[src/sv/bxavg_pkg.sv]
// shared constants, types and tables of the box average downscaler
package bxavg_pkg;

    localparam int MAX_WIDTH  = 1024;
    localparam int MAX_BLOCK  = 16;
    localparam int MAX_HEIGHT = 4096;

    localparam int PIX_W      = 8;
    localparam int SIDE_W     = 5;
    localparam int WIDTH_W    = 11;
    localparam int HEIGHT_W   = 13;
    localparam int CFG_IDX_W  = 2;
    localparam int CFG_DATA_W = 13;

    localparam int COL_W = $clog2(MAX_WIDTH);
    localparam int ROW_W = $clog2(MAX_HEIGHT);
    localparam int BLK_W = $clog2(MAX_BLOCK);
    localparam int RUN_W = PIX_W + BLK_W;
    localparam int SUM_W = PIX_W + 2 * BLK_W;

    // quotient = (sum * ceil(2^RECIP_SHIFT / area)) >> RECIP_SHIFT, exact for SUM_W bit sums
    localparam int RECIP_SHIFT = 24;
    localparam int RECIP_W     = RECIP_SHIFT + 1;
    localparam int PROD_W      = SUM_W + RECIP_W;

    // output queue depth, a power of two
    localparam int OQ_DEPTH = 4;
    localparam int OQ_PTR_W = $clog2(OQ_DEPTH);
    localparam int OQ_CNT_W = $clog2(OQ_DEPTH + 1);

    localparam int MOD_STEPS = HEIGHT_W;
    localparam int MOD_CNT_W = $clog2(MOD_STEPS + 1);

    localparam logic [SIDE_W-1:0]   RST_BLOCK_SIDE   = SIDE_W'(2);
    localparam logic [WIDTH_W-1:0]  RST_IMAGE_WIDTH  = WIDTH_W'(640);
    localparam logic [HEIGHT_W-1:0] RST_IMAGE_HEIGHT = HEIGHT_W'(480);

    typedef enum logic [CFG_IDX_W-1:0] {
        CFG_BLOCK_SIDE   = 2'd0,
        CFG_IMAGE_WIDTH  = 2'd1,
        CFG_IMAGE_HEIGHT = 2'd2
    } t_cfg_idx;

    typedef struct packed {
        logic [BLK_W-1:0]   side_m1;
        logic [COL_W-1:0]   width_m1;
        logic [ROW_W-1:0]   height_m1;
        logic [COL_W:0]     used_cols;
        logic [ROW_W:0]     used_rows;
        logic [RECIP_W-1:0] recip;
    } t_geom;

    typedef struct packed {
        logic             en;
        logic [COL_W-1:0] addr;
    } t_mem_rd;

    typedef struct packed {
        logic             en;
        logic [COL_W-1:0] addr;
        logic [SUM_W-1:0] data;
    } t_mem_wr;

    typedef struct packed {
        logic             valid;
        logic [SUM_W-1:0] total;
        logic             row_end;
        logic             frame_end;
    } t_div_req;

    typedef struct packed {
        logic [PIX_W-1:0] average_value;
        logic             row_end;
        logic             frame_end;
    } t_out_item;

    // ceil(2^24 / side^2) for side = side_m1 + 1
    function automatic logic [RECIP_W-1:0] recip_of(input logic [BLK_W-1:0] side_m1);
        logic [RECIP_W-1:0] r;
        unique case (side_m1)
            4'd0:  r = RECIP_W'(16777216);
            4'd1:  r = RECIP_W'(4194304);
            4'd2:  r = RECIP_W'(1864136);
            4'd3:  r = RECIP_W'(1048576);
            4'd4:  r = RECIP_W'(671089);
            4'd5:  r = RECIP_W'(466034);
            4'd6:  r = RECIP_W'(342393);
            4'd7:  r = RECIP_W'(262144);
            4'd8:  r = RECIP_W'(207127);
            4'd9:  r = RECIP_W'(167773);
            4'd10: r = RECIP_W'(138655);
            4'd11: r = RECIP_W'(116509);
            4'd12: r = RECIP_W'(99274);
            4'd13: r = RECIP_W'(85599);
            4'd14: r = RECIP_W'(74566);
            4'd15: r = RECIP_W'(65536);
        endcase
        return r;
    endfunction

endpackage

[src/sv/bxavg_if.sv]


interface bxavg_res_if;
    logic                        valid;
    logic                        ready;
    logic [bxavg_pkg::PIX_W-1:0] average_value;
    logic                        row_end;
    logic                        frame_end;

    modport source (output valid, average_value, row_end, frame_end, input ready);
    modport sink   (input valid, average_value, row_end, frame_end, output ready);
endinterface


[src/sv/bxavg_outq.sv]
// small output queue that decouples the result channel from the datapath
module bxavg_outq (
    input  logic                            i_clk,
    input  logic                            i_rst_n,
    input  logic                            i_push,
    input  bxavg_pkg::t_out_item            i_item,
    bxavg_res_if.source                     o_res,
    output logic [bxavg_pkg::OQ_CNT_W-1:0]  o_count
);

    bxavg_pkg::t_out_item            r_buf [bxavg_pkg::OQ_DEPTH];
    logic [bxavg_pkg::OQ_PTR_W-1:0]  r_wr_ptr;
    logic [bxavg_pkg::OQ_PTR_W-1:0]  r_rd_ptr;
    logic [bxavg_pkg::OQ_CNT_W-1:0]  r_count;
    logic [bxavg_pkg::OQ_CNT_W-1:0]  n_count;
    logic                            pop;
    bxavg_pkg::t_out_item            head;

    assign head                = r_buf[r_rd_ptr];
    assign o_res.valid         = (r_count != '0);
    assign o_res.average_value = head.average_value;
    assign o_res.row_end       = head.row_end;
    assign o_res.frame_end     = head.frame_end;
    assign pop                 = o_res.valid && o_res.ready;
    assign n_count             = r_count + bxavg_pkg::OQ_CNT_W'(i_push)
                                 - bxavg_pkg::OQ_CNT_W'(pop);

    always_ff @(posedge i_clk) begin
        if (!i_rst_n) begin
            r_wr_ptr <= '0;
            r_rd_ptr <= '0;
            r_count  <= '0;
        end else begin
            if (i_push) begin
                r_wr_ptr <= r_wr_ptr + 1'b1;
            end
            if (pop) begin
                r_rd_ptr <= r_rd_ptr + 1'b1;
            end
            r_count <= n_count;
        end
    end

    always_ff @(posedge i_clk) begin
        if (i_push) begin
            r_buf[r_wr_ptr] <= i_item;
        end
    end

    assign o_count = r_count;

endmodule

[src/flat_wrapper.sv]
// flat-port wrapper written by rule: the top's interface ports become plain ports
module bxavg_outq_flat 
  (i_clk, i_rst_n, i_push, i_item, o_count, o_res_valid, o_res_average_value, o_res_row_end, o_res_frame_end, o_res_ready);
  bxavg_res_if o_res_i ();
  input  logic i_clk;
  input  logic i_rst_n;
  input  logic i_push;
  input  bxavg_pkg::t_out_item i_item;
  output logic [bxavg_pkg::OQ_CNT_W-1:0] o_count;
  output wire logic [$bits(o_res_i.valid)-1:0] o_res_valid;
  output wire logic [$bits(o_res_i.average_value)-1:0] o_res_average_value;
  output wire logic [$bits(o_res_i.row_end)-1:0] o_res_row_end;
  output wire logic [$bits(o_res_i.frame_end)-1:0] o_res_frame_end;
  input wire logic [$bits(o_res_i.ready)-1:0] o_res_ready;
  assign o_res_valid = o_res_i.valid;
  assign o_res_average_value = o_res_i.average_value;
  assign o_res_row_end = o_res_i.row_end;
  assign o_res_frame_end = o_res_i.frame_end;
  assign o_res_i.ready = o_res_ready;
  bxavg_outq u_core (.i_clk(i_clk), .i_rst_n(i_rst_n), .i_push(i_push), .i_item(i_item), .o_res(o_res_i), .o_count(o_count));
endmodule
[config.mk]
export PLATFORM = sky130hd
export DESIGN_NAME = bxavg_outq_flat
export DESIGN_NICKNAME = d
export VERILOG_FILES = /design/src/sv/bxavg_pkg.sv /design/src/sv/bxavg_if.sv /design/src/sv/bxavg_outq.sv /design/src/flat_wrapper.sv
export SDC_FILE = /design/constraint.sdc
export NUM_CORES = 1
export LEC_CHECK = 0
export ABC_AREA = 1
export ABC_CLOCK_PERIOD_IN_PS = 1900
export BUFFER_PORTS_ARGS = -buffer_cell sky130_fd_sc_hd__buf_2
export CAP_MARGIN = 15
export CORE_MARGIN = 2
export CORE_UTILIZATION = 55
export DETAILED_ROUTE_END_ITERATION = 8
export PLACE_DENSITY = 0.77
export REMOVE_ABC_BUFFERS = 1
export SYNTH_ARGS = -nofsm -noshare
export SYNTH_HDL_FRONTEND = slang
export SYNTH_SLANG_ARGS = --single-unit
[constraint.sdc]
create_clock -name i_clk -period 1.9 [get_ports i_clk]
set_input_delay 0 -clock i_clk [delete_from_list [all_inputs] [get_ports i_clk]]
set_output_delay 0 -clock i_clk [all_outputs]
set_load 0.03 [all_outputs]
==> summary.txt <==
Outcome
  • Status: finished clean

STA
  • Skew final: 0.00796 ns
  • Slew headroom: 67.9%
  • Slew @ Worst Pin: 0.481 ns
  • RSZ-0062 raised after global routing: false
  • Setup TNS: 0 ns
  • # setup viols final: 0
  • Worst Setup Slack, final: 0.119 ns
  • Final hold viol count: 0
  • Max-slew violation count: 0
  • Fmax: 561 MHz
  • Final period utilization: 93.7%
  • Tmin final: 1.78 ns

Floorplan
  • Initial Utilization: 57.5%
  • Ports: 28
  • Core Area: 0.00336 mm²
  • Die area: 0.00401 mm²
  • Die W: 63.3 µm
  • Die Ht: 63.3 µm
  • Row cnt: 21

Cells and area
  • Design Area, Final: 0.00230 mm²
  • Syn-to-layout area delta: 18.8%
  • Final core occ: 68.3%
  • Nets: 221
  • # diodes: 0
  • Ratio of cells with drive above 1 in the final layout: 19.4%
  • Fillers: 267

Synthesis
  • Synth area leader: edfxtp_1
  • Syn Area/Cell: 12.3 µm²
  • Post-synth EDFFs: 40
  • Post-Syn Instances: 157
  • #FFs+latches synth: 49
  • Top post-synthesis cells by area: edfxtp_1 (62%), dfxtp_1 (9.3%), nor2_1 (4.7%)
  • Distinct cells, synth: 18
  • Async SR Flop Fraction: 0%
  • Yosys Warn Count: 0
  • Most frequent cell after synthesis: edfxtp_1
  • Prevailing post-synth register cell: edfxtp_1
  • Seq/Total Area, Yosys: 71.4%
  • Post-Synthesis Cell Area: 0.00193 mm²
  • Top cells by instance count after synthesis: edfxtp_1 (40), nor2_1 (24), inv_1 (16)
  • Synth top area share: 62.1%

Power
  • Peak VDD IR: 634 µV
  • Leak pwr: 0.925 nW
  • Pwr Density: 1190 mW/mm²
  • Pwr Total: 2.73 mW

CTS
  • CTS tree: yes
  • Num Clock Sinks: 49
  • H-Tree Depth: 2
  • Max clock buf depth: 2
  • Worst-path clk slew: 0.13 ns
  • Clk Latency, worst-skew pair: 0.36 ns
  • Root buffer cell: clkbuf_4
  • Postcts setup bufs: 0
  • Inserted Clock Buffers: 5

Setup path
  • CP endpoint kind: flip-flop
  • Largest fanout on the critical path: 4
  • Critical Path AT: 2.05 ns
  • CP required: 2.17 ns
  • CP startpoint kind: flip-flop
  • Crit Path Class: reg -> reg

GRT
  • GR Overflow Total: 0
  • Total Routing Usage GR: 20.0%
  • Largest net degree at the start of global routing: 21
  • First-pass GRT wire length: 5.88 mm
  • Vias in the first global route: 1301
  • Initial antenna violation count: 0

Place
  • Pre-CTS setup slack: 0.107 ns
  • DP Area: 0.00211 mm²
  • GP Congestion: 0.786
  • Post-DP HPWL: 2.40 mm
  • Port Buffers: 27

Drt
  • Detailed Routing Iterations Pass 1: 4
  • Drt drc: 0
  • Via count: 1285
  • Mean routed wirelength per cell: 14.7 µm
  • ANT nets after route: 0
  • Initial DRC Count: 66
  • Vias per cell: 5.20
  • Total Routed Length: 3.63 mm

Run
  • Max-Cap Viols: 0

Hold path
  • Worst Hold Class: in -> reg
-- flip-flops by register name (all words and copies together), names as in the netlist, named ones only --
name             flops
u_core.r_buf        40
u_core.o_count       3
u_core.r_rd_ptr      2
u_core.r_wr_ptr      2
-- cell type report --
| type | instances | area [µm²] | share of cell area, % |
|---|---|---|---|
| Timing Repair Buffer | 41 | 273 | 11.9 |
| Clock buffer | 6 | 51.3 | 2.23 |
| Sequential cell | 49 | 1380 | 60.2 |
| Tap cell | 46 | 57.6 | 2.50 |
| Clock inverter | 2 | 8.76 | 0.381 |
| Inverter | 17 | 63.8 | 2.78 |
| Multi-Input combinational cell | 86 | 462 | 20.1 |
-- final timing paths --
check	from	to	slack [ns]	cells past startpoint
setup / recovery	u_core.o_count[2]	u_core.o_count[1]	0.12	8
hold / removal	i_item[1]	u_core.r_buf[1][1]	0.38	2
setup reg to reg	u_core.o_count[2]	u_core.o_count[1]	0.12	8
hold reg to reg	u_core.r_rd_ptr[0]	flip-flop	0.50	2
-- critical path, cell delays in order (launching register included) --
cell	delay (ns)
dfxtp_1	0.42
nor2_2	0.06
a21boi_1	0.16
ha_1	0.26
inv_1	0.06
ha_1	0.17
fa_1	0.43
nand2_1	0.09
inv_1	0.05
-- cells in the final DEF (no fill, tap or decap) --
| cell type | instances |
|---|---|
| clkinv_2 | 1 |
| o22ai_1 | 10 |
| buf_4 | 1 |
| a21oi_1 | 5 |
| ha_1 | 6 |
| a21boi_1 | 1 |
| buf_2 | 27 |
| clkinv_1 | 1 |
| fa_1 | 1 |
| inv_2 | 1 |
| clkbuf_4 | 5 |
| nand2_2 | 1 |
| nor2_2 | 1 |
| o21ai_1 | 10 |
| inv_1 | 16 |
| edfxtp_1 | 40 |
| nor2_1 | 24 |
| nand2_1 | 13 |
| o21ai_0 | 12 |
| clkbuf_8 | 1 |
| dlygate4sd3_1 | 13 |
| dfxtp_1 | 8 |
| nand3_1 | 2 |
| dfxtp_2 | 1 |
-- cell families (layout without fill, tap and decap cells) --
logic type	count (synthesis)	after routing	share of synthesized area [%]
flip-flops	49	49	71.4
AND/OR/NAND/NOR	41	41	8.34
AO/OA/AOI/OAI	38	38	10.6
buffers and inverters	22	66	4.72
adder cells (fa/ha/maj)	7	7	4.92
-- stage by stage --
stage,hold WS [ns],cells
finish,0.384,247
global route,0.379,247
CTS,0.372,247
detailed placement,0.220,226
global placement,0.210,226
floorplan,0.0935,152
-- layer usage --
layer,part of all wire (%),global-route usage (%),vias up
met5,0,0,-
met4,2.6,10.1,0
met3,3.8,4.82,9
met2,53,35.1,34
met1,40,22.7,609
li1,-,-,633
-- repair_timing --
| item | CTS | global route |
|---|---|---|
| hold endpoints to repair | 49 | 0 |
| hold buffers | 13 | 0 |
| gates resized for setup | 0 | 2 |
| setup endpoints to repair | 0 | 2 |
-- power breakdown --
part	internal, mW	switching [mW]
registers	1.25	0.0669
logic	0.285	0.643
clock network	0.175	0.305
total	1.71	1.01
No activity file was read; power rests on OpenSTA's default activity.
