`src/sv/bxavg_pkg.sv`:
```
// shared constants, types and tables of the box average downscaler
package bxavg_pkg;

    localparam int MAX_WIDTH  = 1024;
    localparam int MAX_BLOCK  = 16;
    localparam int MAX_HEIGHT = 4096;

    localparam int PIX_W      = 8;
    localparam int SIDE_W     = 5;
    localparam int WIDTH_W    = 11;
    localparam int HEIGHT_W   = 13;
    localparam int CFG_IDX_W  = 2;
    localparam int CFG_DATA_W = 13;

    localparam int COL_W = $clog2(MAX_WIDTH);
    localparam int ROW_W = $clog2(MAX_HEIGHT);
    localparam int BLK_W = $clog2(MAX_BLOCK);
    localparam int RUN_W = PIX_W + BLK_W;
    localparam int SUM_W = PIX_W + 2 * BLK_W;

    // quotient = (sum * ceil(2^RECIP_SHIFT / area)) >> RECIP_SHIFT, exact for SUM_W bit sums
    localparam int RECIP_SHIFT = 24;
    localparam int RECIP_W     = RECIP_SHIFT + 1;
    localparam int PROD_W      = SUM_W + RECIP_W;

    // output queue depth, a power of two
    localparam int OQ_DEPTH = 4;
    localparam int OQ_PTR_W = $clog2(OQ_DEPTH);
    localparam int OQ_CNT_W = $clog2(OQ_DEPTH + 1);

    localparam int MOD_STEPS = HEIGHT_W;
    localparam int MOD_CNT_W = $clog2(MOD_STEPS + 1);

    localparam logic [SIDE_W-1:0]   RST_BLOCK_SIDE   = SIDE_W'(2);
    localparam logic [WIDTH_W-1:0]  RST_IMAGE_WIDTH  = WIDTH_W'(640);
    localparam logic [HEIGHT_W-1:0] RST_IMAGE_HEIGHT = HEIGHT_W'(480);

    typedef enum logic [CFG_IDX_W-1:0] {
        CFG_BLOCK_SIDE   = 2'd0,
        CFG_IMAGE_WIDTH  = 2'd1,
        CFG_IMAGE_HEIGHT = 2'd2
    } t_cfg_idx;

    typedef struct packed {
        logic [BLK_W-1:0]   side_m1;
        logic [COL_W-1:0]   width_m1;
        logic [ROW_W-1:0]   height_m1;
        logic [COL_W:0]     used_cols;
        logic [ROW_W:0]     used_rows;
        logic [RECIP_W-1:0] recip;
    } t_geom;

    typedef struct packed {
        logic             en;
        logic [COL_W-1:0] addr;
    } t_mem_rd;

    typedef struct packed {
        logic             en;
        logic [COL_W-1:0] addr;
        logic [SUM_W-1:0] data;
    } t_mem_wr;

    typedef struct packed {
        logic             valid;
        logic [SUM_W-1:0] total;
        logic             row_end;
        logic             frame_end;
    } t_div_req;

    typedef struct packed {
        logic [PIX_W-1:0] average_value;
        logic             row_end;
        logic             frame_end;
    } t_out_item;

    // ceil(2^24 / side^2) for side = side_m1 + 1
    function automatic logic [RECIP_W-1:0] recip_of(input logic [BLK_W-1:0] side_m1);
        logic [RECIP_W-1:0] r;
        unique case (side_m1)
            4'd0:  r = RECIP_W'(16777216);
            4'd1:  r = RECIP_W'(4194304);
            4'd2:  r = RECIP_W'(1864136);
            4'd3:  r = RECIP_W'(1048576);
            4'd4:  r = RECIP_W'(671089);
            4'd5:  r = RECIP_W'(466034);
            4'd6:  r = RECIP_W'(342393);
            4'd7:  r = RECIP_W'(262144);
            4'd8:  r = RECIP_W'(207127);
            4'd9:  r = RECIP_W'(167773);
            4'd10: r = RECIP_W'(138655);
            4'd11: r = RECIP_W'(116509);
            4'd12: r = RECIP_W'(99274);
            4'd13: r = RECIP_W'(85599);
            4'd14: r = RECIP_W'(74566);
            4'd15: r = RECIP_W'(65536);
        endcase
        return r;
    endfunction

endpackage

```
`src/sv/bxavg_divider.sv`:
```
// block sum to mean by reciprocal multiply, one registered stage
module bxavg_divider (
    input  logic                           i_clk,
    input  logic                           i_rst_n,
    input  bxavg_pkg::t_div_req            i_req,
    input  logic [bxavg_pkg::RECIP_W-1:0]  i_recip,
    output logic                           o_valid,
    output bxavg_pkg::t_out_item           o_item
);

    logic [bxavg_pkg::PROD_W-1:0] prod;
    logic                         r_valid;
    bxavg_pkg::t_out_item         r_item;

    assign prod = bxavg_pkg::PROD_W'(i_req.total) * bxavg_pkg::PROD_W'(i_recip);

    always_ff @(posedge i_clk) begin
        if (!i_rst_n) begin
            r_valid <= 1'b0;
        end else begin
            r_valid <= i_req.valid;
        end
    end

    always_ff @(posedge i_clk) begin
        r_item.average_value <= prod[bxavg_pkg::RECIP_SHIFT +: bxavg_pkg::PIX_W];
        r_item.row_end       <= i_req.row_end;
        r_item.frame_end     <= i_req.frame_end;
    end

    assign o_valid = r_valid;
    assign o_item  = r_item;

endmodule

```
`config.mk`:
```
export PLATFORM = sky130hd
export DESIGN_NAME = bxavg_divider
export DESIGN_NICKNAME = d
export VERILOG_FILES = /design/src/sv/bxavg_pkg.sv /design/src/sv/bxavg_divider.sv
export SDC_FILE = /design/constraint.sdc
export NUM_CORES = 1
export LEC_CHECK = 0
export BUFFER_PORTS_ARGS = -buffer_cell sky130_fd_sc_hd__buf_2
export CAP_MARGIN = 20
export CORE_MARGIN = 2
export CORE_UTILIZATION = 40
export DETAILED_ROUTE_END_ITERATION = 10
export HOLD_SLACK_MARGIN = 0.03
export PLACE_DENSITY_LB_ADDON = 0.1
export SLEW_MARGIN = 20
export SYNTH_ARGS = -nofsm -noshare
export SYNTH_HDL_FRONTEND = slang
export SYNTH_SLANG_ARGS = --single-unit
```
`constraint.sdc`:
```
create_clock -name i_clk -period 8 [get_ports i_clk]
set_input_delay 1.6 -clock i_clk [delete_from_list [all_inputs] [get_ports i_clk]]
set_output_delay 1.6 -clock i_clk [all_outputs]
set_load 0.03 [all_outputs]
```
==> impl_metrics.py, run 1 <==
metrics = {
    "synthesis": {
        "synth_cell_types": 31,
        "synth_seq_cells": 11,
        "yosysWarnings": 0,
        "synth_top_area_share_pct": 53.9,
        "mappedNetlistArea_um2": 10600,
        "synth_fp_nets": 1591,
        "yosysTopAreaCell": "fa_1",
        "synthAdderAreaFrac_pct": 62.4,
        "syn_avg_cell_area_um2": 8.91,
        "synth-simple-area-share_pct": 18.6,
        "synth_compound_area_share_pct": 1.64,
        "seq_area_frac_synth_pct": 2.08,
        "synth-xor-area-share_pct": 2.07,
        "synth_top_family_by_area": "adder cells",
        "netlist_top_cells_area": "fa_1, inv_1, and2_1, ha_1, nand2_1",
        "synth_mux_area_share_pct": 0,
        "syn_inst": 1188,
    },
    "worst_hold_path": {
        "hp-start": "i_req[0]",
        "min_delay_path_depth": 1,
        "hold_end": "o_item[0]$_DFF_P_",
        "hold_class": "input port to flip-flop",
    },
    "setup_path": {
        "critPathCaptureType": "flip-flop",
        "crit_buf_inv": 4,
        "critPathRequiredTime_ns": 8.11,
        "critPathKind": "input port to flip-flop",
        "cp-start-kind": "input port",
        "cp_slowest_cell": "fa_1",
        "critPathArrivalTime_ns": 7.43,
        "critPathMaxFanout": 25,
        "cp_common_cell": "fa_1",
        "critical-path-max-stage-delay_ns": 0.53,
        "crit_path_cell_trace": "buf_2 -> nand2_1 -> fa_1 -> fa_1 -> fa_1 -> inv_1 -> fa_1 -> fa_1 -> inv_1 -> fa_1 -> inv_1 -> ha_1 -> o211ai_1 -> or4_4 -> nor4_4 -> nor3_2 -> o31ai_2 -> a21oi_1 -> xnor2_1",
        "path_delay_family": "adder cells",
    },
    "floorplan": {
        "initial_core_util_pct": 40.7,
        "fp.dieH_um": 167,
        "fp-row-count": 59,
        "io_pins": 57,
        "fp.coreArea_um2": 26000,
        "die_x_um": 167,
        "die-area_um2": 27800,
    },
    "clock_tree": {
        "post-cts-setup-buffers": 0,
        "htreeDepth": 1,
        "cts_root_buffer": "clkbuf_16",
        "clk_pin_slew_ns": 0.04,
        "postCtsResizedCells": 0,
        "cts_hold_buf": 0,
        "cts-buffers-inserted": 3,
        "clock_sinks": 11,
        "cts_buffer_depth": 2,
        "tritoncts": "done",
    },
    "timing": {
        "slew_viol_final": 0,
        "setup_viol": 0,
        "max_freq_mhz": 137,
        "finalSetupTns_ns": 0,
        "worst_slew_pin_slew_ns": 0.642,
        "min_period_ns": 7.32,
        "fin_ws_ns": 0.676,
        "slew_headroom_pct": 57.2,
        "rsz0062_at_grt": "false",
        "finalHoldViolCount": 0,
        "finalCritPeriodShare_pct": 91.5,
    },
    "cells_and_area": {
        "fin_util_pct": 43.1,
        "antennaDiodeCount": 0,
        "fin_nets": 1605,
        "fillers": 2682,
        "postLayoutCellArea_um2": 11200,
        "drive_above_1_share_pct": 5.75,
        "final_cell_mix": "inv_1, fa_1, nand2_1",
        "synthToLayoutAreaGrowth_pct": 5.88,
        "regArea_um2": 220,
        "multi_input_area_um2": 8970,
        "final_common_cell": "inv_1",
    },
    "global_routing": {
        "grt_max_degree": 26,
        "antenna_found_initial": 0,
        "grt_util_all_layers_pct": 21.4,
        "first_global_vias": 8656,
        "grt-ovfl-total": 0,
        "grt_pass1_wl_um": 46300,
    },
    "routing": {
        "routed_via_density": 4.84,
        "wl_per_cell_um": 17.6,
        "first_pass_iters": 4,
        "wl_um": 27000,
        "num_vias": 7429,
        "ant_nets": 0,
        "initialDrtViolationCount": 352,
        "drc_errors": 0,
    },
    "placement": {
        "place.gp.congestion": 0.783,
        "place_hpwl_um": 21700,
        "placed_cell_area_um2": 11100,
        "port_buffers": 56,
        "detailedPlace.worstSlack_ns": 0.430,
    },
    "outcome": {
        "status": "completed",
    },
    "run": {
        "drv_cap": 0,
    },
}
## registers in the layout, summed over array words and instances, names as in the netlist
signal / flops
o_item: 10
o_valid: 1
## kinds of logic after synthesis
family,Yosys count
buf+inv,372
flops,11
simple gates,395
fa+ha+maj,357
xor+xnor,25
compound gates,28
## through the flow
| stage | hold slack, ns | instances |
|---|---|---|
| 3_5_place_dp | 1.70 | 1532 |
| 5_1_grt | 1.45 | 1536 |
| 3_3_place_gp | 1.70 | 1532 |
| 6_report | 1.46 | 1536 |
| 4_1_cts | 1.45 | 1536 |
| 2_1_floorplan | 1.63 | 1188 |
## synth_stat cells, drive strengths merged
master  count
dfxtp      11
inv       320
o21a        1
clkbuf     52
a21oi       8
nor3        8
or4         1
nor4        2
o211ai      4
nor2b       1
a211oi      3
fa        285
xnor2      17
xor2        8
o31ai       1
o41ai       1
nand4       3
a31oi       1
or3         3
and2      165
and3        1
nand2     204
nand3       3
ha         72
nor2        3
o22ai       1
and4        1
o21ai       8
## area by class of cell
type                    count  area share [%]
clock inverters             1          0.0447
well taps                 335            3.74
flip-flops and latches     11            1.97
multi-input cells         805            80.0
clock buffers               3           0.670
inverters                 320            10.7
repair buffers             61            2.84
## how the worst max path moves through the flow
| stage | startpoint | endpoint | slack (ns) | cells after the start |
|---|---|---|---|---|
| CTS | i_req[3] | o_item[9]$_DFF_P_ | 0.66 | 19 |
| floorplan | i_req[14] | o_item[9]$_DFF_P_ | 1.08 | 20 |
| finish | i_req[3] | o_item[9]$_DFF_P_ | 0.68 | 19 |
| global placement | i_req[3] | o_item[9]$_DFF_P_ | 0.50 | 19 |
| global route | i_req[4] | o_item[9]$_DFF_P_ | 0.41 | 19 |
| detailed placement | i_req[3] | o_item[9]$_DFF_P_ | 0.43 | 19 |
## per-layer routing
layer	vias to the layer above	global-route usage (%)	share of wire [%]
met5	-	0	0
met4	0	5.25	3.2
met3	37	0.927	2.8
met2	150	39.8	51
met1	3880	27.4	43
li1	3362	-	-
Power of run 1 is left out: the tool's default activity adds up to more than one toggle a clock period on the data nets, which glitch-free logic cannot reach.
==> run 2, diff against run 1 <==
- BUFFER_PORTS_ARGS: -buffer_cell sky130_fd_sc_hd__buf_2 -> -buffer_cell sky130_fd_sc_hd__clkbuf_2
==> run 2 against run 1 <==
Wire length is 0.27% higher. Sequential share of layout area hardly changed. Final cell count is 0.52% higher. Non-clock buffer count is 8 higher. Worst setup slack worse by 0.11 ns. Critical endpoint unchanged. Count of clock-buffer cells in the layout stayed put. Fmax is 1.4% lower. Die area stayed put. First-iteration DRC count is 2.6% lower.
==> impl_metrics.py, run 2 (synthesis gave the netlist of run 1 again) <==
metrics = {
    "outcome": {
        "status": "completed",
    },
    "clock_tree": {
        "htreeDepth": 1,
        "clock_sinks": 11,
        "cts_buffer_depth": 2,
        "cts_hold_buf": 0,
        "post-cts-setup-buffers": 0,
        "clk_pin_slew_ns": 0.04,
        "tritoncts": "done",
        "cts-buffers-inserted": 3,
        "postCtsResizedCells": 0,
        "cts_root_buffer": "clkbuf_16",
    },
    "global_routing": {
        "grt_util_all_layers_pct": 21.3,
        "grt_max_degree": 26,
        "grt_pass1_wl_um": 46300,
        "antenna_found_initial": 2,
        "first_global_vias": 8511,
        "grt-ovfl-total": 0,
    },
    "floorplan": {
        "fp.dieH_um": 167,
        "die-area_um2": 27800,
        "initial_core_util_pct": 40.7,
        "die_x_um": 167,
        "fp.coreArea_um2": 26000,
        "io_pins": 57,
        "fp-row-count": 59,
    },
    "setup_path": {
        "crit_buf_inv": 4,
        "cp_common_cell": "fa_1",
        "critical-path-max-stage-delay_ns": 0.54,
        "critPathKind": "input port to flip-flop",
        "cp_slowest_cell": "clkbuf_2",
        "critPathRequiredTime_ns": 8.10,
        "crit_path_cell_trace": "clkbuf_2 -> nand2_1 -> fa_1 -> fa_1 -> fa_1 -> inv_1 -> fa_1 -> fa_1 -> inv_1 -> fa_1 -> inv_1 -> ha_1 -> o211ai_1 -> or4_4 -> nor4_4 -> nor3_2 -> o31ai_2 -> a21oi_1 -> xnor2_1",
        "critPathMaxFanout": 25,
        "critPathArrivalTime_ns": 7.53,
        "cp-start-kind": "input port",
        "critPathCaptureType": "flip-flop",
        "path_delay_family": "adder cells",
    },
    "timing": {
        "finalHoldViolCount": 0,
        "max_freq_mhz": 135,
        "min_period_ns": 7.43,
        "finalSetupTns_ns": 0,
        "hold_slack_ns": 1.46,
        "slew_viol_final": 0,
        "worst_slew_pin_slew_ns": 0.717,
        "slew_headroom_pct": 52.2,
        "finalCritPeriodShare_pct": 92.9,
        "setup_viol": 0,
        "rsz0062_at_grt": "false",
    },
    "cells_and_area": {
        "fin_util_pct": 43.4,
        "antennaDiodeCount": 0,
        "fin_nets": 1613,
        "finalNonFillerCells": 1544,
        "final_cell_mix": "inv_1, fa_1, nand2_1",
        "largest_reg_flops": 10,
        "drive_above_1_share_pct": 6.37,
        "final_common_cell": "inv_1",
        "synthToLayoutAreaGrowth_pct": 6.56,
    },
    "run": {
        "drv_cap": 0,
    },
    "placement": {
        "dp.cells": 1540,
        "place.gp.congestion": 0.806,
        "port_buffers": 56,
        "place_hpwl_um": 22300,
    },
    "routing": {
        "drc_errors": 0,
        "initialDrtViolationCount": 343,
        "ant_nets": 0,
        "routed_via_density": 4.86,
        "num_vias": 7497,
        "wl_per_cell_um": 17.5,
        "wl_um": 27100,
        "first_pass_iters": 4,
    },
    "worst_hold_path": {
        "hold_class": "input port to flip-flop",
    },
}
==> run 2: metrics by stage <==
stage	setup slack, ns	area [µm²]
detailed placement	0.331	11200
finish	0.570	11300
floorplan	1.08	10600
global placement	0.366	11200
global route	0.301	11300
CTS	0.585	11300
==> run 2: path summary, 6_finish.rpt <==
check,cells after the start,end,slack (ns),from
worst max-delay path,19,o_item[9]$_DFF_P_,0.57,i_req[3]
worst min-delay path,1,o_item[0]$_DFF_P_,1.46,i_req[0]
==> run 2: cell type report <==
cell class | count | area, µm²
inverters | 320 | 1200
flip-flops and latches | 11 | 220
fillers | 2697 | 14700
well taps | 335 | 419
clock buffers | 3 | 75.1
multi-input cells | 805 | 8970
repair buffers | 69 | 390
clock inverters | 1 | 5.00
==> run 2: routing by layer <==
metal,share of wire [%],GRT usage [%]
met5,0,0
met2,52,39.1
met4,1.7,3.15
met3,3.5,1.09
met1,43,28.5
Power of run 2 is left out for the same reason.
