**config.mk**
```make
export PLATFORM = sky130hd
export DESIGN_NAME = bxavg_geom_flat
export DESIGN_NICKNAME = d
export VERILOG_FILES = /design/src/sv/bxavg_pkg.sv /design/src/sv/bxavg_if.sv /design/src/sv/bxavg_geom.sv /design/src/flat_wrapper.sv
export SDC_FILE = /design/constraint.sdc
export NUM_CORES = 1
export LEC_CHECK = 0
export BUFFER_PORTS_ARGS = -buffer_cell sky130_fd_sc_hd__buf_2
export CAP_MARGIN = 25
export CORE_ASPECT_RATIO = 2
export CORE_MARGIN = 2
export CORE_UTILIZATION = 50
export CTS_BUF_LIST = sky130_fd_sc_hd__clkbuf_8
export CTS_CLUSTER_SIZE = 12
export DETAILED_ROUTE_END_ITERATION = 8
export PLACE_DENSITY_LB_ADDON = 0.2
export SLEW_MARGIN = 20
export SYNTH_ARGS = -nofsm -noshare
export SYNTH_HDL_FRONTEND = slang
export SYNTH_SLANG_ARGS = --single-unit
export TNS_END_PERCENT = 10
```
**constraint.sdc**
```tcl
create_clock -name i_clk -period 6.2 [get_ports i_clk]
set_clock_uncertainty 0.1 [all_clocks]
set_input_delay 0.31 -clock i_clk [delete_from_list [all_inputs] [get_ports i_clk]]
set_output_delay 0.31 -clock i_clk [all_outputs]
set_load 0.01 [all_outputs]
```
**src/sv/bxavg_pkg.sv**
```systemverilog
// shared constants, types and tables of the box average downscaler
package bxavg_pkg;

    localparam int MAX_WIDTH  = 1024;
    localparam int MAX_BLOCK  = 16;
    localparam int MAX_HEIGHT = 4096;

    localparam int PIX_W      = 8;
    localparam int SIDE_W     = 5;
    localparam int WIDTH_W    = 11;
    localparam int HEIGHT_W   = 13;
    localparam int CFG_IDX_W  = 2;
    localparam int CFG_DATA_W = 13;

    localparam int COL_W = $clog2(MAX_WIDTH);
    localparam int ROW_W = $clog2(MAX_HEIGHT);
    localparam int BLK_W = $clog2(MAX_BLOCK);
    localparam int RUN_W = PIX_W + BLK_W;
    localparam int SUM_W = PIX_W + 2 * BLK_W;

    // quotient = (sum * ceil(2^RECIP_SHIFT / area)) >> RECIP_SHIFT, exact for SUM_W bit sums
    localparam int RECIP_SHIFT = 24;
    localparam int RECIP_W     = RECIP_SHIFT + 1;
    localparam int PROD_W      = SUM_W + RECIP_W;

    // output queue depth, a power of two
    localparam int OQ_DEPTH = 4;
    localparam int OQ_PTR_W = $clog2(OQ_DEPTH);
    localparam int OQ_CNT_W = $clog2(OQ_DEPTH + 1);

    localparam int MOD_STEPS = HEIGHT_W;
    localparam int MOD_CNT_W = $clog2(MOD_STEPS + 1);

    localparam logic [SIDE_W-1:0]   RST_BLOCK_SIDE   = SIDE_W'(2);
    localparam logic [WIDTH_W-1:0]  RST_IMAGE_WIDTH  = WIDTH_W'(640);
    localparam logic [HEIGHT_W-1:0] RST_IMAGE_HEIGHT = HEIGHT_W'(480);

    typedef enum logic [CFG_IDX_W-1:0] {
        CFG_BLOCK_SIDE   = 2'd0,
        CFG_IMAGE_WIDTH  = 2'd1,
        CFG_IMAGE_HEIGHT = 2'd2
    } t_cfg_idx;

    typedef struct packed {
        logic [BLK_W-1:0]   side_m1;
        logic [COL_W-1:0]   width_m1;
        logic [ROW_W-1:0]   height_m1;
        logic [COL_W:0]     used_cols;
        logic [ROW_W:0]     used_rows;
        logic [RECIP_W-1:0] recip;
    } t_geom;

    typedef struct packed {
        logic             en;
        logic [COL_W-1:0] addr;
    } t_mem_rd;

    typedef struct packed {
        logic             en;
        logic [COL_W-1:0] addr;
        logic [SUM_W-1:0] data;
    } t_mem_wr;

    typedef struct packed {
        logic             valid;
        logic [SUM_W-1:0] total;
        logic             row_end;
        logic             frame_end;
    } t_div_req;

    typedef struct packed {
        logic [PIX_W-1:0] average_value;
        logic             row_end;
        logic             frame_end;
    } t_out_item;

    // ceil(2^24 / side^2) for side = side_m1 + 1
    function automatic logic [RECIP_W-1:0] recip_of(input logic [BLK_W-1:0] side_m1);
        logic [RECIP_W-1:0] r;
        unique case (side_m1)
            4'd0:  r = RECIP_W'(16777216);
            4'd1:  r = RECIP_W'(4194304);
            4'd2:  r = RECIP_W'(1864136);
            4'd3:  r = RECIP_W'(1048576);
            4'd4:  r = RECIP_W'(671089);
            4'd5:  r = RECIP_W'(466034);
            4'd6:  r = RECIP_W'(342393);
            4'd7:  r = RECIP_W'(262144);
            4'd8:  r = RECIP_W'(207127);
            4'd9:  r = RECIP_W'(167773);
            4'd10: r = RECIP_W'(138655);
            4'd11: r = RECIP_W'(116509);
            4'd12: r = RECIP_W'(99274);
            4'd13: r = RECIP_W'(85599);
            4'd14: r = RECIP_W'(74566);
            4'd15: r = RECIP_W'(65536);
        endcase
        return r;
    endfunction

endpackage

```
**src/sv/bxavg_if.sv**
```systemverilog


interface bxavg_cfg_if;
    logic                             valid;
    logic                             ready;
    logic [bxavg_pkg::CFG_IDX_W-1:0]  index;
    logic [bxavg_pkg::CFG_DATA_W-1:0] data;

    modport source (output valid, index, data, input ready);
    modport sink   (input valid, index, data, output ready);
endinterface

```
**src/sv/bxavg_geom.sv**
```systemverilog
// configuration registers, clamping and block-aligned image extent
module bxavg_geom (
    input  logic              i_clk,
    input  logic              i_rst_n,
    bxavg_cfg_if.sink         i_cfg,
    output bxavg_pkg::t_geom  o_geom,
    output logic              o_busy
);

    logic [bxavg_pkg::SIDE_W-1:0]    r_side;
    logic [bxavg_pkg::WIDTH_W-1:0]   r_width;
    logic [bxavg_pkg::HEIGHT_W-1:0]  r_height;
    logic [bxavg_pkg::SIDE_W-1:0]    side_c;
    logic [bxavg_pkg::WIDTH_W-1:0]   width_c;
    logic [bxavg_pkg::HEIGHT_W-1:0]  height_c;

    logic                            r_load;
    logic [bxavg_pkg::MOD_CNT_W-1:0] r_cnt;
    logic [bxavg_pkg::HEIGHT_W-1:0]  r_sh_w;
    logic [bxavg_pkg::HEIGHT_W-1:0]  r_sh_h;
    logic [bxavg_pkg::SIDE_W-1:0]    r_rem_w;
    logic [bxavg_pkg::SIDE_W-1:0]    r_rem_h;
    logic [bxavg_pkg::SIDE_W-1:0]    n_rem_w;
    logic [bxavg_pkg::SIDE_W-1:0]    n_rem_h;
    logic [bxavg_pkg::SIDE_W:0]      tw;
    logic [bxavg_pkg::SIDE_W:0]      th;
    logic [bxavg_pkg::COL_W:0]       r_used_cols;
    logic [bxavg_pkg::ROW_W:0]       r_used_rows;
    logic [bxavg_pkg::COL_W:0]       n_used_cols;
    logic [bxavg_pkg::ROW_W:0]       n_used_rows;
    logic                            cfg_wr;

    assign i_cfg.ready = 1'b1;
    assign cfg_wr      = i_cfg.valid;

    always_comb begin
        priority if (r_side == '0) begin
            side_c = bxavg_pkg::SIDE_W'(1);
        end else if (r_side > bxavg_pkg::SIDE_W'(bxavg_pkg::MAX_BLOCK)) begin
            side_c = bxavg_pkg::SIDE_W'(bxavg_pkg::MAX_BLOCK);
        end else begin
            side_c = r_side;
        end
        priority if (r_width == '0) begin
            width_c = bxavg_pkg::WIDTH_W'(1);
        end else if (r_width > bxavg_pkg::WIDTH_W'(bxavg_pkg::MAX_WIDTH)) begin
            width_c = bxavg_pkg::WIDTH_W'(bxavg_pkg::MAX_WIDTH);
        end else begin
            width_c = r_width;
        end
        priority if (r_height == '0) begin
            height_c = bxavg_pkg::HEIGHT_W'(1);
        end else if (r_height > bxavg_pkg::HEIGHT_W'(bxavg_pkg::MAX_HEIGHT)) begin
            height_c = bxavg_pkg::HEIGHT_W'(bxavg_pkg::MAX_HEIGHT);
        end else begin
            height_c = r_height;
        end
    end

    // one restoring remainder step per cycle for width and height in parallel
    always_comb begin
        tw = {r_rem_w, r_sh_w[bxavg_pkg::HEIGHT_W-1]};
        th = {r_rem_h, r_sh_h[bxavg_pkg::HEIGHT_W-1]};
        if (tw >= {1'b0, side_c}) begin
            n_rem_w = bxavg_pkg::SIDE_W'(tw - {1'b0, side_c});
        end else begin
            n_rem_w = bxavg_pkg::SIDE_W'(tw);
        end
        if (th >= {1'b0, side_c}) begin
            n_rem_h = bxavg_pkg::SIDE_W'(th - {1'b0, side_c});
        end else begin
            n_rem_h = bxavg_pkg::SIDE_W'(th);
        end
        n_used_cols = (bxavg_pkg::COL_W + 1)'(width_c - bxavg_pkg::WIDTH_W'(n_rem_w));
        n_used_rows = (bxavg_pkg::ROW_W + 1)'(height_c - bxavg_pkg::HEIGHT_W'(n_rem_h));
    end

    always_ff @(posedge i_clk) begin
        if (!i_rst_n) begin
            r_side   <= bxavg_pkg::RST_BLOCK_SIDE;
            r_width  <= bxavg_pkg::RST_IMAGE_WIDTH;
            r_height <= bxavg_pkg::RST_IMAGE_HEIGHT;
            r_load   <= 1'b1;
            r_cnt    <= '0;
        end else begin
            if (cfg_wr) begin
                unique case (bxavg_pkg::t_cfg_idx'(i_cfg.index))
                    bxavg_pkg::CFG_BLOCK_SIDE:   r_side   <= bxavg_pkg::SIDE_W'(i_cfg.data);
                    bxavg_pkg::CFG_IMAGE_WIDTH:  r_width  <= bxavg_pkg::WIDTH_W'(i_cfg.data);
                    bxavg_pkg::CFG_IMAGE_HEIGHT: r_height <= bxavg_pkg::HEIGHT_W'(i_cfg.data);
                    default: begin
                    end
                endcase
            end
            // any write restarts the extent computation
            if (cfg_wr) begin
                r_load <= 1'b1;
                r_cnt  <= '0;
            end else if (r_load) begin
                r_load <= 1'b0;
                r_cnt  <= bxavg_pkg::MOD_CNT_W'(bxavg_pkg::MOD_STEPS);
            end else if (r_cnt != '0) begin
                r_cnt <= r_cnt - 1'b1;
            end
        end
    end

    always_ff @(posedge i_clk) begin
        if (r_load) begin
            r_sh_w  <= bxavg_pkg::HEIGHT_W'(width_c);
            r_sh_h  <= height_c;
            r_rem_w <= '0;
            r_rem_h <= '0;
        end else if (r_cnt != '0) begin
            r_sh_w  <= r_sh_w << 1;
            r_sh_h  <= r_sh_h << 1;
            r_rem_w <= n_rem_w;
            r_rem_h <= n_rem_h;
            if (r_cnt == bxavg_pkg::MOD_CNT_W'(1)) begin
                r_used_cols <= n_used_cols;
                r_used_rows <= n_used_rows;
            end
        end
    end

    assign o_busy = r_load || (r_cnt != '0);

    always_comb begin
        o_geom.side_m1   = bxavg_pkg::BLK_W'(side_c - 1'b1);
        o_geom.width_m1  = bxavg_pkg::COL_W'(width_c - 1'b1);
        o_geom.height_m1 = bxavg_pkg::ROW_W'(height_c - 1'b1);
        o_geom.used_cols = r_used_cols;
        o_geom.used_rows = r_used_rows;
        o_geom.recip     = bxavg_pkg::recip_of(o_geom.side_m1);
    end

endmodule

```
**src/flat_wrapper.sv**
```systemverilog
// flat-port wrapper written by rule: the top's interface ports become plain ports
module bxavg_geom_flat 
  (i_clk, i_rst_n, o_geom, o_busy, i_cfg_valid, i_cfg_index, i_cfg_data, i_cfg_ready);
  bxavg_cfg_if i_cfg_i ();
  input  logic i_clk;
  input  logic i_rst_n;
  output bxavg_pkg::t_geom o_geom;
  output logic o_busy;
  input wire logic [$bits(i_cfg_i.valid)-1:0] i_cfg_valid;
  input wire logic [$bits(i_cfg_i.index)-1:0] i_cfg_index;
  input wire logic [$bits(i_cfg_i.data)-1:0] i_cfg_data;
  output wire logic [$bits(i_cfg_i.ready)-1:0] i_cfg_ready;
  assign i_cfg_i.valid = i_cfg_valid;
  assign i_cfg_i.index = i_cfg_index;
  assign i_cfg_i.data = i_cfg_data;
  assign i_cfg_ready = i_cfg_i.ready;
  bxavg_geom u_core (.i_clk(i_clk), .i_rst_n(i_rst_n), .i_cfg(i_cfg_i), .o_geom(o_geom), .o_busy(o_busy));
endmodule
```
==> flow_summary.yaml <==
die:
  die_w_um: 79.7
  core_area_um2: 11200
  initial_core_util: 0.510
  pin_count: 95
  row_count: 55
  fp.dieH_um: 155
  die-area_um2: 12400
power_and_ir_drop:
  p_leak_nw: 2.78
  irDropWorstVdd_mv: 0.192
  powerDensity_nw_per_um2: 271
  p_total_mw: 1.76
logic_synthesis:
  synthAdderAreaFrac: 0.0795
  ys_types: 71
  synth-seq-cells: 94
  muxShareOfSynthArea: 0.0492
  yosysSeqAreaShare: 0.413
  synth_top_family_by_area: "simple AND/OR/NAND/NOR gates"
  syn-instance-count: 632
  synth_xor_xnor_area_share: 0.0291
  synth_area_um2: 5730
  synth_compound_area_frac: 0.164
  ys.flop_type: "edfxtp_1"
  async_flop_share: 0
  synth_warnings: 0
  synth-simple-area-share: 0.219
  synth_area_per_cell_um2: 9.06
  synth-edff-count: 48
clocking:
  cts_buffers: 9
  tritoncts: "done"
  cts.sinks: 94
  clockBufferDepth: 2
  postCtsHoldBufs: 0
  post_cts_buffers: 0
  clk_latency_ns: 0.37
  cts_resized: 0
  cts_max_level: 3
  cts.reportedPaths.clkPinSlew_ns: 0.09
  cts_root_buf: "clkbuf_8"
drt:
  vias: 4862
  first_iter_violations: 225
  first_pass_iters: 4
  routed_via_density: 5.69
  wirelength_um: 13700
  ant_nets: 0
  wire_per_inst_um: 16.0
  remaining_drc_errors: 0
worst_setup_path:
  cpMostUsedCell: "nor2_1"
  setup.worst_path.class: "reg2reg"
  slowest_delay_ns: 0.42
  cp_max_fo: 8
  cp.required_ns: 6.22
  cp_data_arrival_time_ns: 4.69
  crit_family: "simple AND/OR/NAND/NOR gates"
  cp_cell_sequence: "nor3_1 > nor2_1 > nor2_1 > buf_4 > ha_1 > inv_1 > fa_1 > a21oi_1 > nor2_1 > nor2_2 > mux2i_1 > ha_1 > fa_1 > and2b_2 > nor3_1 > a211oi_1 > a221oi_2 > mux2_1"
  path_buf_inv: 2
  worst_setup_path_end_kind: "flip-flop"
  slowest_stage: "fa_1"
  start_kind: "flip-flop"
timing:
  worstMarginPinSlew_ns: 0.862
  setup_tns_ns: 0
  max_slew_margin: 0.425
  slew_viol_final: 0
  timing.fmax_mhz: 214
  rsz0062_at_grt: "no"
  timing.hold.ws_ns: 0.0784
  setup_violations: 0
  hold_viol: 0
  period_share: 0.753
  fin_crit_ns: 4.67
finish:
  final_util: 0.579
  drive_gt1_frac: 0.203
  syn_to_final_growth_pct: 13.4
  nets: 760
  antennaDiodeCount: 0
global_route:
  grt_usage: 0.230
  grt_overflow_total: 0
  grt_pass1_wl_um: 22400
  grt_max_degree: 31
  grt_pass1_vias: 4670
  antenna_found_initial: 0
placed_design:
  gp_congestion: 0.875
  port_buffers: 91
  place_hpwl_um: 10500
status:
  status: "complete, no violations"
worst_hold_path:
  hp-class: "in2reg"
run:
  cap_viol_max_count: 0
state kept, by name, summed over array words and instances, names as in the netlist:
register            count
u_core.r_load           1
u_core.r_rem_w          5
u_core.r_side           5
u_core.r_height        13
u_core.r_cnt            4
u_core.r_rem_h          5
u_core.r_sh_h          13
u_core.r_width         11
u_core.r_sh_w          13
u_core.r_used_cols     11
u_core.r_used_rows     13
path summary, 6_finish.rpt:
check | depth (start not counted) | to | slack [ns] | from
max reg2reg | 18 | u_core.r_used_cols[10] | 1.53 | u_core.r_side[1]
min reg2reg | 2 | u_core.r_sh_w[12] | 0.36 | u_core.r_sh_w[12]
max | 18 | u_core.r_used_cols[10] | 1.53 | u_core.r_side[1]
min | 3 | u_core.r_height[5] | 0.08 | i_cfg_data[5]
cells in the final DEF, fill, tap and decap left out, types with 4 or more instances in the layout:
cell type  Yosys  layout
and2_1         6       6
a211oi_1       9       9
or3_1          5       5
xor2_1         8       8
o21ai_0       28      28
edfxtp_1      48      48
a21boi_0      19      19
mux2_2        16      16
nand2_1       98      98
nand3b_1       5       5
nor3_1        15      15
nor2b_1       17      17
o21ai_1        7       7
a21o_1         7       7
o22ai_1        5       5
a21oi_1       31      31
o31ai_1        5       5
buf_4          3       4
nand2b_1      16      16
buf_2          2      91
inv_1         26      29
fa_1           4       4
dfxtp_1       46      46
nor2_1        55      55
xnor2_1       11      11
clkbuf_8       1       9
bufinv_16      0       4
and3_1         6       6
mux2i_1        9       9
nand3_1        9       9
ha_1          30      30
per-layer routing:
layer / up-vias / part of all wire / wire (um) / GRT usage
met5: - / 0 / 0 / 0
met2: 167 / 0.52 / 7140 / 0.402
met4: 0 / 0.036 / 495 / 0.113
li1: 2364 / - / - / -
met1: 2292 / 0.40 / 5520 / 0.267
met3: 39 / 0.039 / 530 / 0.0348
cells by family (layout without fill, tap and decap cells):
| kind of cell | after synthesis | after routing |
|---|---|---|
| adder cells (fa/ha/maj) | 34 | 34 |
| AO/OA/AOI/OAI | 141 | 141 |
| buffers and inverters | 59 | 139 |
| multiplexers | 26 | 26 |
| flip-flops | 94 | 94 |
| XOR/XNOR | 19 | 19 |
| AND/OR/NAND/NOR | 257 | 257 |
| other | 2 | 3 |
stage by stage:
step	std cells	setup WS, ns	area [um2]
CTS	855	1.55	6490
finish	855	1.53	6490
global route	855	1.19	6490
detailed placement	839	1.56	6240
global placement	839	1.73	6240
floorplan	633	1.83	5730
final cells by class:
class / count / area, um2
Fill cell: 1048 / 4720
Multi-Input combinational cell: 480 / 3110
Sequential cell: 94 / 2360
Timing Repair Buffer: 95 / 485
Tap cell: 142 / 178
Clock inverter: 7 / 131
Clock buffer: 9 / 124
Inverter: 28 / 105
report_power, final:
part | internal [mW] | switching, mW
Combinational | 0.216 | 0.297
Clock | 0.305 | 0.211
Sequential | 0.706 | 0.0253
worst min-delay path: stages:
cell and delay [ns]:
buf_2 0.09, nand2_1 0.04, nand3_1 0.06
Yosys cell counts (all sizes together) (3+ instances only):
cell type / instances / share of area
xor2: 8 / 0.012
o21ai: 36 / 0.032
o211ai: 3 / 0.0039
nand3b: 5 / 0.0066
a211oi: 11 / 0.016
nor2b: 18 / 0.020
xnor2: 11 / 0.017
edfxtp: 48 / 0.25
a211o: 3 / 0.0046
nand2: 98 / 0.064
mux2i: 9 / 0.016
a21boi: 21 / 0.028
ha: 30 / 0.066
nor4: 3 / 0.0033
nor2: 57 / 0.038
fa: 4 / 0.014
a21oi: 32 / 0.029
nand3: 9 / 0.0079
mux2: 17 / 0.033
nand2b: 16 / 0.017
o31ai: 6 / 0.010
and2: 6 / 0.0066
a31oi: 3 / 0.0033
o22ai: 5 / 0.0055
nor3: 17 / 0.017
or2: 5 / 0.0055
clkbuf: 23 / 0.017
and3: 6 / 0.0066
nor3b: 4 / 0.0070
dfxtp: 46 / 0.16
o21bai: 3 / 0.0039
or3: 6 / 0.0074
a21o: 7 / 0.0092
inv: 28 / 0.018
buf: 8 / 0.010
Power figures use the tool's default switching activity.
